`src/rtl/r3es_pkg.sv`:
```
// shared types and constants for the rgb 3x3 edge stencil
package r3es_pkg;

  localparam int unsigned CHANNELS   = 3;
  localparam int unsigned CH_W       = 8;
  localparam int unsigned PIX_W      = CHANNELS * CH_W;
  localparam int unsigned FW_W       = 12;
  localparam int unsigned FH_W       = 13;
  localparam int unsigned COL_W      = 12;
  localparam int unsigned ROW_W      = 12;
  localparam int unsigned POS_W      = 24;
  localparam int unsigned CFG_IDX_W  = 2;
  localparam int unsigned CFG_DATA_W = 13;
  localparam int unsigned CNT_W      = 5;

  localparam logic [FW_W-1:0] FW_RESET   = 12'd640;
  localparam logic [FH_W-1:0] FH_RESET   = 13'd480;
  localparam logic [FW_W-1:0] FW_MIN     = 12'd3;
  localparam logic [FH_W-1:0] FH_MIN     = 13'd3;
  localparam logic [FH_W-1:0] FH_MAX     = 13'd4096;
  localparam logic [CNT_W-1:0] DIV_STEPS = CNT_W'(POS_W);

  localparam logic [CFG_IDX_W-1:0] CFG_FRAME_WIDTH  = 2'd0;
  localparam logic [CFG_IDX_W-1:0] CFG_FRAME_HEIGHT = 2'd1;

  typedef struct packed {
    logic            func;
    logic [CH_W-1:0] in_ch0;
    logic [CH_W-1:0] in_ch1;
    logic [CH_W-1:0] in_ch2;
  } in_word_t;

  typedef struct packed {
    logic [CH_W-1:0] out_ch0;
    logic [CH_W-1:0] out_ch1;
    logic [CH_W-1:0] out_ch2;
    logic            last_of_frame;
  } out_word_t;

  typedef struct packed {
    logic             is_pix;
    logic             emit;
    logic             border;
    logic             last;
    logic [COL_W-1:0] col;
  } pos_info_t;

endpackage

```
`src/rtl/r3es_lane.sv`:
```
// one channel lane: eight neighbors minus seven times the center, modulo 256
module r3es_lane import r3es_pkg::*; (
  input  logic [8:0][CH_W-1:0] taps_i,
  output logic [CH_W-1:0]      res_o
);

  logic [CH_W-1:0] acc;
  logic [CH_W-1:0] ctr;

  always_comb begin
    acc = '0;
    ctr = taps_i[4];
    for (int i = 0; i < 9; i++) begin
      if (i != 4) begin
        acc = acc + taps_i[i];
      end
    end
    res_o = acc - {ctr[CH_W-4:0], 3'b000} + ctr;
  end

endmodule

```
`config.mk`:
```
export PLATFORM = sky130hd
export DESIGN_NAME = r3es_lane
export DESIGN_NICKNAME = d
export VERILOG_FILES = /design/src/rtl/r3es_pkg.sv /design/src/rtl/r3es_lane.sv
export SDC_FILE = /design/constraint.sdc
export NUM_CORES = 1
export LEC_CHECK = 0
export BUFFER_PORTS_ARGS = -buffer_cell sky130_fd_sc_hd__buf_2
export CAP_MARGIN = 10
export CORE_MARGIN = 2
export CORE_UTILIZATION = 49
export DETAILED_ROUTE_END_ITERATION = 16
export PLACE_DENSITY_LB_ADDON = 0.12
export SYNTH_ARGS = -nofsm -noshare
export SYNTH_HDL_FRONTEND = slang
export SYNTH_SLANG_ARGS = --single-unit
```
`constraint.sdc`:
```
create_clock -name vclk -period 5.15
set_input_delay 0.2575 -clock vclk [all_inputs]
set_output_delay 0.2575 -clock vclk [all_outputs]
set_load 0.05 [all_outputs]
```
==> metrics.md <==
| Metric | Value |
|---|---|
| Status | complete, no violations |
| Synth warn | 0 |
| Vias | 1185 |
| RSZ-0062 raised after global routing | no |
| Worst-margin pin slew | 274 ps |
| Share of the synthesized area in the top cell type | 0.596 |
| Worst EP arrival | 4530 ps |
| Initial core utilization | 0.517 |
| Crit-path max cell delay | 580 ps |
| CP startpoint | taps_i[18] |
| CP Capture Type | primary output |
| Routed length per instance | 9.45 um |
| Detailed Routing Iterations Pass 1 | 2 |
| Final Wtd Congestion | 0.709 |
| Wire length on met2 | 1.53 mm |
| Rel. slew slack | 0.816 |
| Final Max Tran Viols | 0 |
| Post-DP HPWL | 2.64 mm |
| Die footprint | 3690 sq um |
| Final setup TNS | 0 ps |
| Mapped Cells | 148 |
| Multi-input logic area | 1360 sq um |
| Grt ovf | 0 |
| Worst Path Required | 4890 ps |
| Die X | 60.7 um |
| Cell family with most CP delay | adder cells |
| Placed inst area | 2030 sq um |
| Setup-failing EPs final | 0 |
| I/O pins | 80 |
| Cell Count Post-Placement | 272 |
| FMAX | 209 MHz |
| Commonest non-fill, non-tap cell in the layout | buf_2 |
| Post_cts resized | 0 |
| Core area | 3050 sq um |
| CTS Hold Bufs | 0 |
| DRT iter0 DRCs | 6 |
| Most Frequent Cell on Critical Path | fa_1 |
| Routed WL | 2.57 mm |
| Reg area | 0 sq um |
| Final min period | 4780 ps |
| Area delta synth->final | 28.9% |
| Die height | 60.7 um |
| Most frequent cells in the layout | 80 x buf_2, 58 x inv_1, 47 x fa_1 |
| Top Metal Used | met4 |
| Vias in the first global route | 1191 |
| Tcrit/Tclk final | 0.929 |
| Synth cell types | 12 |
| Syn Nets | 280 |
| Total GRT Usage | 0.155 |
| Crit-path cells | buf_2 > fa_1 > fa_1 > fa_1 > inv_1 > fa_1 > inv_1 > fa_1 > inv_1 > fa_1 > inv_1 > a21o_1 > a21oi_1 > o21ai_0 > xnor2_1 > buf_2 |
| IO Port Bufs | 80 |
| Finished layout cell area | 2030 sq um |
| Initial antenna violation count | 0 |
| Syn Area/Cell | 10.7 sq um |
| Share of cells above drive strength 1 | 0.355 |
| Synth Cell Area | 1580 sq um |
| CP max stage cell | fa_1 |
| Synth area leader | fa_1 |
| M1 WL | 813 um |
| First-pass GRT wire length | 4.41 mm |
| Crit path buf inv count | 6 |
| Max_cap viols | 0 |
| Fillers | 252 |
| Final Hold Viols | 0 |
| Register area share after synthesis | 0 |
| Hold Crit Depth | 3 |
| Site row count | 20 |
| Diode count | 0 |
| Via density | 4.36 |
| DRT antenna net count | 0 |
| CP startpoint kind | input pin |
| Post-Layout Cell Count | 272 |
| Nets | 362 |
| Worst Hold Class | input pin to primary output |
| Ranking of synthesized cells by area | fa_1 60%, inv_1 14%, ha_1 10% |
| Metal3 WL | 194 um |
| Stages on the worst setup path | 16 |
| CLK BUF | 0 |
| Hold_sp | taps_i[64] |
| Residual DRC count | 0 |
| Flip-flop and latch count | 0 |
| Worst Path Class, Setup | input pin to primary output |
| Setup Buffers After CTS | 0 |
| Crit path max fanout | 2 |
| Largest net degree at the start of global routing | 4 |
-- worst min-delay path: cells and delay by family --
kind       cells  cell delay (ps)
fa+ha+maj      1              110
buf+inv        2              330
-- stage by stage --
| stage | setup WS [ps] | hold WS (ps) | util |
|---|---|---|---|
| floorplan | 342 | 893 | - |
| global placement | 422 | 953 | 0.666 |
| detailed placement | 379 | 955 | 0.666 |
| CTS | 372 | 961 | 0.666 |
| global route | 184 | 970 | 0.666 |
| finish | 366 | 959 | 0.666 |
-- cell families after synthesis --
logic type | count (synthesis) | share of synthesized area
compound gates | 8 | 0.0301
xor+xnor | 21 | 0.130
fa+ha+maj | 60 | 0.699
buf+inv | 58 | 0.138
simple gates | 1 | 0.00238
-- final timing paths --
kind                       end  slack (ps)
worst min-delay path  res_o[0]         960
worst max-delay path  res_o[7]         370
-- per-layer routing --
metal  vias up  global-route usage
met2        50               0.324
met1       562               0.176
met3         4             0.00426
li1        569                   -
met5         -                   0
met4         0              0.0186
-- Yosys cell counts (all sizes together) --
master	instances
a21oi	4
o21bai	1
a21o	2
xnor3	1
fa	47
o21ai	1
nand2	1
xnor2	18
ha	13
inv	58
xor2	2
-- final cells by class --
class	count	share of cell area
well taps	44	0.0271
inverters	58	0.107
multi-input cells	90	0.669
repair buffers	80	0.197
Power is left out: the tool's default activity adds up to more than one toggle a clock period on the data nets, which glitch-free logic cannot reach.
