$ cat src/rtl/r3es_pkg.sv
// shared types and constants for the rgb 3x3 edge stencil
package r3es_pkg;

  localparam int unsigned CHANNELS   = 3;
  localparam int unsigned CH_W       = 8;
  localparam int unsigned PIX_W      = CHANNELS * CH_W;
  localparam int unsigned FW_W       = 12;
  localparam int unsigned FH_W       = 13;
  localparam int unsigned COL_W      = 12;
  localparam int unsigned ROW_W      = 12;
  localparam int unsigned POS_W      = 24;
  localparam int unsigned CFG_IDX_W  = 2;
  localparam int unsigned CFG_DATA_W = 13;
  localparam int unsigned CNT_W      = 5;

  localparam logic [FW_W-1:0] FW_RESET   = 12'd640;
  localparam logic [FH_W-1:0] FH_RESET   = 13'd480;
  localparam logic [FW_W-1:0] FW_MIN     = 12'd3;
  localparam logic [FH_W-1:0] FH_MIN     = 13'd3;
  localparam logic [FH_W-1:0] FH_MAX     = 13'd4096;
  localparam logic [CNT_W-1:0] DIV_STEPS = CNT_W'(POS_W);

  localparam logic [CFG_IDX_W-1:0] CFG_FRAME_WIDTH  = 2'd0;
  localparam logic [CFG_IDX_W-1:0] CFG_FRAME_HEIGHT = 2'd1;

  typedef struct packed {
    logic            func;
    logic [CH_W-1:0] in_ch0;
    logic [CH_W-1:0] in_ch1;
    logic [CH_W-1:0] in_ch2;
  } in_word_t;

  typedef struct packed {
    logic [CH_W-1:0] out_ch0;
    logic [CH_W-1:0] out_ch1;
    logic [CH_W-1:0] out_ch2;
    logic            last_of_frame;
  } out_word_t;

  typedef struct packed {
    logic             is_pix;
    logic             emit;
    logic             border;
    logic             last;
    logic [COL_W-1:0] col;
  } pos_info_t;

endpackage

$ cat src/rtl/r3es_pos.sv
// frame geometry registers, input and output position counters, realignment divider
module r3es_pos import r3es_pkg::*; #(
  parameter int unsigned MAX_WIDTH = 2048
) (
  input  logic                  clk_i,
  input  logic                  rst_ni,
  input  logic                  cfg_we_i,
  input  logic [CFG_IDX_W-1:0]  cfg_idx_i,
  input  logic [CFG_DATA_W-1:0] cfg_data_i,
  input  logic                  accept_i,
  input  logic                  func_i,
  output logic                  busy_o,
  output pos_info_t             info_o
);

  logic [FW_W-1:0]  fw_q;
  logic [FH_W-1:0]  fh_q;
  logic [COL_W-1:0] w;
  logic [FH_W-1:0]  h;

  logic [COL_W-1:0] col_q, col_d;
  logic [ROW_W-1:0] row_q, row_d;
  logic [POS_W-1:0] q_q, q_d;
  logic [POS_W-1:0] p_q, p_d;
  logic [POS_W-1:0] pr_q, pr_d;
  logic [COL_W-1:0] pc_q, pc_d;
  logic [POS_W-1:0] n_q;
  logic [POS_W-1:0] mul_q;

  logic             busy_q;
  logic [CNT_W-1:0] cnt_q;
  logic [POS_W-1:0] div_q;
  logic [COL_W:0]   rem_q;

  logic [POS_W:0]   n_prod;
  logic [POS_W-1:0] rw_prod;
  logic [POS_W:0]   lag_full;
  logic [POS_W-1:0] lag;
  logic [COL_W:0]   trial;
  logic             trial_ge;
  logic             emit;
  logic             border;
  logic             last;
  logic [POS_W:0]   q_jump;

  // clamped geometry
  always_comb begin
    if (fw_q < FW_MIN) begin
      w = FW_MIN;
    end else if (32'(fw_q) > MAX_WIDTH) begin
      w = COL_W'(MAX_WIDTH);
    end else begin
      w = fw_q;
    end
    if (fh_q < FH_MIN) begin
      h = FH_MIN;
    end else if (fh_q > FH_MAX) begin
      h = FH_MAX;
    end else begin
      h = fh_q;
    end
  end

  assign n_prod  = {13'b0, w} * {12'b0, h};
  assign rw_prod = {12'b0, row_q} * {12'b0, w};

  // restoring divider step
  assign trial    = {rem_q[COL_W-1:0], div_q[POS_W-1]};
  assign trial_ge = trial >= {1'b0, w};

  always_comb begin
    if (q_q >= p_q) begin
      lag_full = {1'b0, q_q} - {1'b0, p_q};
    end else begin
      lag_full = {1'b0, q_q} + {1'b0, n_q} - {1'b0, p_q};
    end
    lag    = lag_full[POS_W-1:0];
    emit   = func_i ? (lag != '0) : (lag > POS_W'(w));
    border = (pr_q == '0) || (pr_q >= POS_W'(h - 13'd1)) ||
             (pc_q == '0) || (pc_q == w - 12'd1);
    last   = p_q == n_q - 24'd1;
    q_jump = {1'b0, q_q} + (POS_W+1)'(w) - (POS_W+1)'(col_q);
  end

  // next positions for an accepted word
  always_comb begin
    col_d = col_q;
    row_d = row_q;
    q_d   = q_q;
    p_d   = p_q;
    pr_d  = pr_q;
    pc_d  = pc_q;
    if (!func_i) begin
      if ({1'b0, col_q} + 13'd1 >= {1'b0, w}) begin
        col_d = '0;
        if ({1'b0, row_q} + 14'd1 >= {1'b0, h}) begin
          row_d = '0;
          q_d   = '0;
        end else begin
          row_d = row_q + 12'd1;
          q_d   = q_jump[POS_W-1:0];
        end
      end else begin
        col_d = col_q + 12'd1;
        q_d   = q_q + 24'd1;
      end
    end
    if (emit) begin
      if ({1'b0, p_q} + 25'd1 >= {1'b0, n_q}) begin
        p_d  = '0;
        pr_d = '0;
        pc_d = '0;
      end else begin
        p_d = p_q + 24'd1;
        if (pc_q == w - 12'd1) begin
          pc_d = '0;
          pr_d = pr_q + 24'd1;
        end else begin
          pc_d = pc_q + 12'd1;
        end
      end
    end
  end

  always_ff @(posedge clk_i or negedge rst_ni) begin
    if (!rst_ni) begin
      fw_q   <= FW_RESET;
      fh_q   <= FH_RESET;
      col_q  <= '0;
      row_q  <= '0;
      q_q    <= '0;
      p_q    <= '0;
      pr_q   <= '0;
      pc_q   <= '0;
      n_q    <= '0;
      mul_q  <= '0;
      busy_q <= 1'b1;
      cnt_q  <= '0;
      div_q  <= '0;
      rem_q  <= '0;
    end else begin
      if (cfg_we_i) begin
        case (cfg_idx_i)
          CFG_FRAME_WIDTH: begin
            fw_q <= cfg_data_i[FW_W-1:0];
          end
          CFG_FRAME_HEIGHT: begin
            fh_q <= cfg_data_i[FH_W-1:0];
          end
          default: begin
          end
        endcase
        busy_q <= 1'b1;
        cnt_q  <= '0;
        div_q  <= p_q;
        rem_q  <= '0;
      end else if (busy_q) begin
        n_q   <= n_prod[POS_W-1:0];
        mul_q <= rw_prod;
        q_q   <= mul_q + POS_W'(col_q);
        if (cnt_q == DIV_STEPS) begin
          pr_q   <= div_q;
          pc_q   <= rem_q[COL_W-1:0];
          busy_q <= 1'b0;
        end else begin
          rem_q <= trial_ge ? (trial - {1'b0, w}) : trial;
          div_q <= {div_q[POS_W-2:0], trial_ge};
          cnt_q <= cnt_q + 5'd1;
        end
      end else if (accept_i) begin
        col_q <= col_d;
        row_q <= row_d;
        q_q   <= q_d;
        p_q   <= p_d;
        pr_q  <= pr_d;
        pc_q  <= pc_d;
      end
    end
  end

  assign busy_o = busy_q;

  always_comb begin
    info_o.is_pix = !func_i;
    info_o.emit   = emit;
    info_o.border = border;
    info_o.last   = last;
    info_o.col    = col_q;
  end

endmodule

$ cat config.mk
export PLATFORM = sky130hd
export DESIGN_NAME = r3es_pos
export DESIGN_NICKNAME = d
export VERILOG_FILES = /design/src/rtl/r3es_pkg.sv /design/src/rtl/r3es_pos.sv
export SDC_FILE = /design/constraint.sdc
export NUM_CORES = 2
export LEC_CHECK = 0
export BUFFER_PORTS_ARGS = -buffer_cell sky130_fd_sc_hd__buf_2
export CORE_MARGIN = 2
export CORE_UTILIZATION = 38
export CTS_CLUSTER_DIAMETER = 120
export DETAILED_ROUTE_END_ITERATION = 10
export PLACE_DENSITY = 0.58
export REMOVE_ABC_BUFFERS = 1
export SYNTH_ARGS = -nofsm -noshare
export SYNTH_HDL_FRONTEND = slang
export SYNTH_SLANG_ARGS = --single-unit
$ cat constraint.sdc
create_clock -name clk_i -period 6.5 [get_ports clk_i]
set_input_delay 0.65 -clock clk_i [delete_from_list [all_inputs] [get_ports clk_i]]
set_output_delay 0.65 -clock clk_i [all_outputs]
set_load 0.05 [all_outputs]
==> impl_metrics.env <==
export IMPL_critPathKind="flip-flop to output port"
export IMPL_synth_compound_area_share_pct=16.57
export IMPL_dp_cells=4764
export IMPL_drc=0
export IMPL_via_per_inst=5.448
export IMPL_status="finished clean"
export IMPL_start_kind="flip-flop"
export IMPL_rsz0062_at_grt="true"
export IMPL_fin_skew_ps=18.40
export IMPL_grt_pass1_wl_mm=151.0
export IMPL_num_rows=103
export IMPL_fp_dieW_um=286.7
export IMPL_cap_viol_max_count=0
export IMPL_synthAdderAreaFrac_pct=29.71
export IMPL_drive_above_1_share_pct=9.252
export IMPL_vdd_drop_max_mv=0.1996
export IMPL_cts_tree="built"
export IMPL_yosys_warnings=0
export IMPL_dp_hpwl_mm=76.29
export IMPL_nets=4343
export IMPL_async_reset_ff_share_pct=100.0
export IMPL_syn_instance_count=3699
export IMPL_relSlewSlack_pct=34.20
export IMPL_routed_wl_mm=95.94
export IMPL_timing_hold_violations_final=0
export IMPL_synth_top_family_by_area="adder cells"
export IMPL_worstHoldPathType="primary input to async pin"
export IMPL_place_congestion=0.9390
export IMPL_area_delta_synth_final_pct=11.23
export IMPL_use_met3_pct=3.402
export IMPL_grt_max_degree=118
export IMPL_syn_avg_cell_area_um2=8.210
export IMPL_start_util_pct=38.44
export IMPL_synthMuxAreaShare_pct=2.377
export IMPL_drt_iter0_markers=1755
export IMPL_mostFrequentLayoutCell="inv_1"
export IMPL_whs_ps=138.3
export IMPL_crit_fanout=6
export IMPL_top_usage_layer="met2"
export IMPL_power_density_nw_per_um2=316.6
export IMPL_end_kind="output port"
export IMPL_cts_made_buffers=30
export IMPL_clock_sinks=223
export IMPL_rr_startpoint="fh_q[5]"
export IMPL_synth_xor_area_share_pct=6.605
export IMPL_root_buffer="clkbuf_16"
export IMPL_grt_pass1_vias=25830
export IMPL_antenna_left=0
export IMPL_groute_usage_overall_pct=23.41
export IMPL_r2r_slack_ps=280
export IMPL_cts_clk_slew_worst_paths_ps=60
export IMPL_yosysUniqueCellTypes=83
export IMPL_crit_start="q_q[0]"
export IMPL_instances_no_fill=4823
export IMPL_slew_violations=0
export IMPL_insertion_delay_ps=610
export IMPL_setup_violations=0
export IMPL_crit_required_ps=5850
export IMPL_num_io_pins=37
export IMPL_grt_antenna_before_repair=1
export IMPL_post_drt_wl_per_cell_um=19.89
export IMPL_port_buffers=36
export IMPL_tightest_slew_ps=987.0
export IMPL_dieArea_um2=82190
export IMPL_leakage_nw=16.16
export IMPL_fin_crit_sh_pct=96.18
export IMPL_max_freq_mhz=160.0
export IMPL_cts_hold_fix_buffers=0
export IMPL_syn_area_um2=30370
export IMPL_coreArea_um2=79000
export IMPL_synthFlopType="dfrtp_1"
export IMPL_dr_pass1_iters=5
export IMPL_synth_edff_count=0
export IMPL_clk_path_buf_depth=3
export IMPL_period_needed_ps=6252
export IMPL_yosys_area_share_simple_pct=17.65
export IMPL_reg2regPathDepth=26
export IMPL_met2_usage_pct=37.82
export IMPL_grtUsageMet1_pct=32.42
export IMPL_post_route_util_pct=42.76
export IMPL_reg2reg_to="n_q[22]"
export IMPL_crit_arrival_ps=5600
export IMPL_grt_ovfl_total=0
export IMPL_htree_levels=1
export IMPL_ys_ff_latch=223
export IMPL_die_y_um=286.7
export IMPL_ys_seq_area_share_pct=18.40
export IMPL_mostFrequentLayoutCells="inv_1 (511), nand2_1 (425), ha_1 (322)"
export IMPL_vias=26280
cell type report:
class | count | area, um2
clock inverters | 15 | 214.0
diodes | 1 | 2.502
fillers | 7934 | 45220
inverters | 521 | 1956
well taps | 1050 | 1314
multi-input cells | 2794 | 22450
clock buffers | 39 | 814.5
repair buffers | 180 | 1434
flip-flops and latches | 223 | 5593
where the power goes:
part | internal, mW | switching, mW
Combinational | 2.91 | 4.10
Sequential | 1.60 | 0.336
Clock | 1.04 | 0.709
Total | 5.55 | 5.14
worst max-delay path by stage:
| stage | to | slack, ps | cells after the start |
|---|---|---|---|
| after detailed placement | n_q[23] | -180 | 27 |
| after floorplan | n_q[23] | -570 | 19 |
| after CTS | n_q[23] | 30 | 26 |
| final | info_o[14] | 250 | 22 |
| after global placement | n_q[23] | -180 | 27 |
| after global routing | n_q[23] | -10 | 28 |
sequential cells by signal, summed over array words and instances (netlist names):
| signal | count |
|---|---|
| busy_o | 1 |
| cnt_q | 5 |
| col_q | 12 |
| div_q | 24 |
| fh_q | 13 |
| fw_q | 12 |
| mul_q | 24 |
| n_q | 24 |
| p_q | 24 |
| pc_q | 12 |
| pr_q | 24 |
| q_q | 24 |
| rem_q | 12 |
| row_q | 12 |
stage by stage:
stage / cell area (um2) / setup TNS, ps / power [mW] / setup slack, ps
floorplan: 29730 / -3287 / 6.586 / -569.2
detailed placement: 32490 / -187.4 / 8.660 / -181.4
global placement: 32490 / -179.9 / 8.634 / -177.2
finish: 33780 / 0 / 10.69 / 248.3
CTS: 33540 / 0 / 10.49 / 25.01
global route: 33780 / -10.14 / 11.65 / -10.14
worst max-delay path, stage by stage (launching register included):
cell and delay (ps):
dfrtp_1 440, inv_1 170, ha_1 200, inv_1 60
fa_1 450, a211oi_4 310, nor2_1 130, o21ai_0 200
nand3_1 150, a21o_1 350, mux2_2 350, ha_1 290
nor2b_1 140, o21a_1 160, o21a_1 160, o21ai_0 180
a21oi_1 90, o21ai_0 310, nand3b_1 210, buf_12 130
nand2_1 50, a21o_1 240, buf_2 230
timing repair:
| item | CTS | global route |
|---|---|---|
| endpoints found under the hold margin | 0 | 0 |
| pin swaps | 1 | 38 |
| resized for setup | 5 | 44 |
| setup buffers | 0 | 4 |
| cloned | 0 | 0 |
| setup endpoints to repair | 4 | 17 |
Yosys cell counts (16+ instances only):
| master | count | share of area, % |
|---|---|---|
| inv_1 | 511 | 6.3 |
| nand2_1 | 427 | 5.3 |
| ha_1 | 326 | 13 |
| fa_1 | 247 | 16 |
| o21ai_0 | 244 | 4.0 |
| nor2_1 | 219 | 2.7 |
| dfrtp_1 | 216 | 18 |
| a21oi_1 | 164 | 2.7 |
| xnor2_1 | 157 | 4.5 |
| clkbuf_1 | 149 | 1.8 |
| nor3_1 | 83 | 1.4 |
| nand3_1 | 79 | 1.3 |
| xor2_1 | 72 | 2.1 |
| and2_1 | 63 | 1.3 |
| a21o_1 | 60 | 1.5 |
| and3_1 | 48 | 0.99 |
| o21a_1 | 42 | 1.0 |
| nand4_1 | 41 | 0.84 |
| nand2b_1 | 37 | 0.76 |
| mux2i_1 | 35 | 1.2 |
| nor2b_1 | 34 | 0.70 |
| mux2_2 | 33 | 1.2 |
| a31oi_1 | 30 | 0.62 |
| a211oi_1 | 29 | 0.72 |
| nor4_1 | 28 | 0.58 |
| a32oi_1 | 20 | 0.58 |
| o31ai_1 | 19 | 0.47 |
| a221oi_1 | 18 | 0.52 |
| or3_1 | 17 | 0.35 |
| o211ai_1 | 16 | 0.40 |
| o22ai_1 | 16 | 0.33 |
cell families (layout without fill, tap and decap cells):
kind of cell	Yosys count	count (layout)
AOI/OAI and AO/OA	780	780
xor gates and xnor gates	229	229
adders and majority gates	573	573
buffers and inverters	692	755
DFF	223	223
other	1	12
and+or+nand+nor	1133	1133
muxes	68	68
routing by layer:
metal  vias up  part of all wire, %
li1      12590                    -
met1     12920                   46
met2       645                   46
met3       127                  5.2
met4         0                  3.0
met5         -                    0
(Power assumes the default switching activity.)
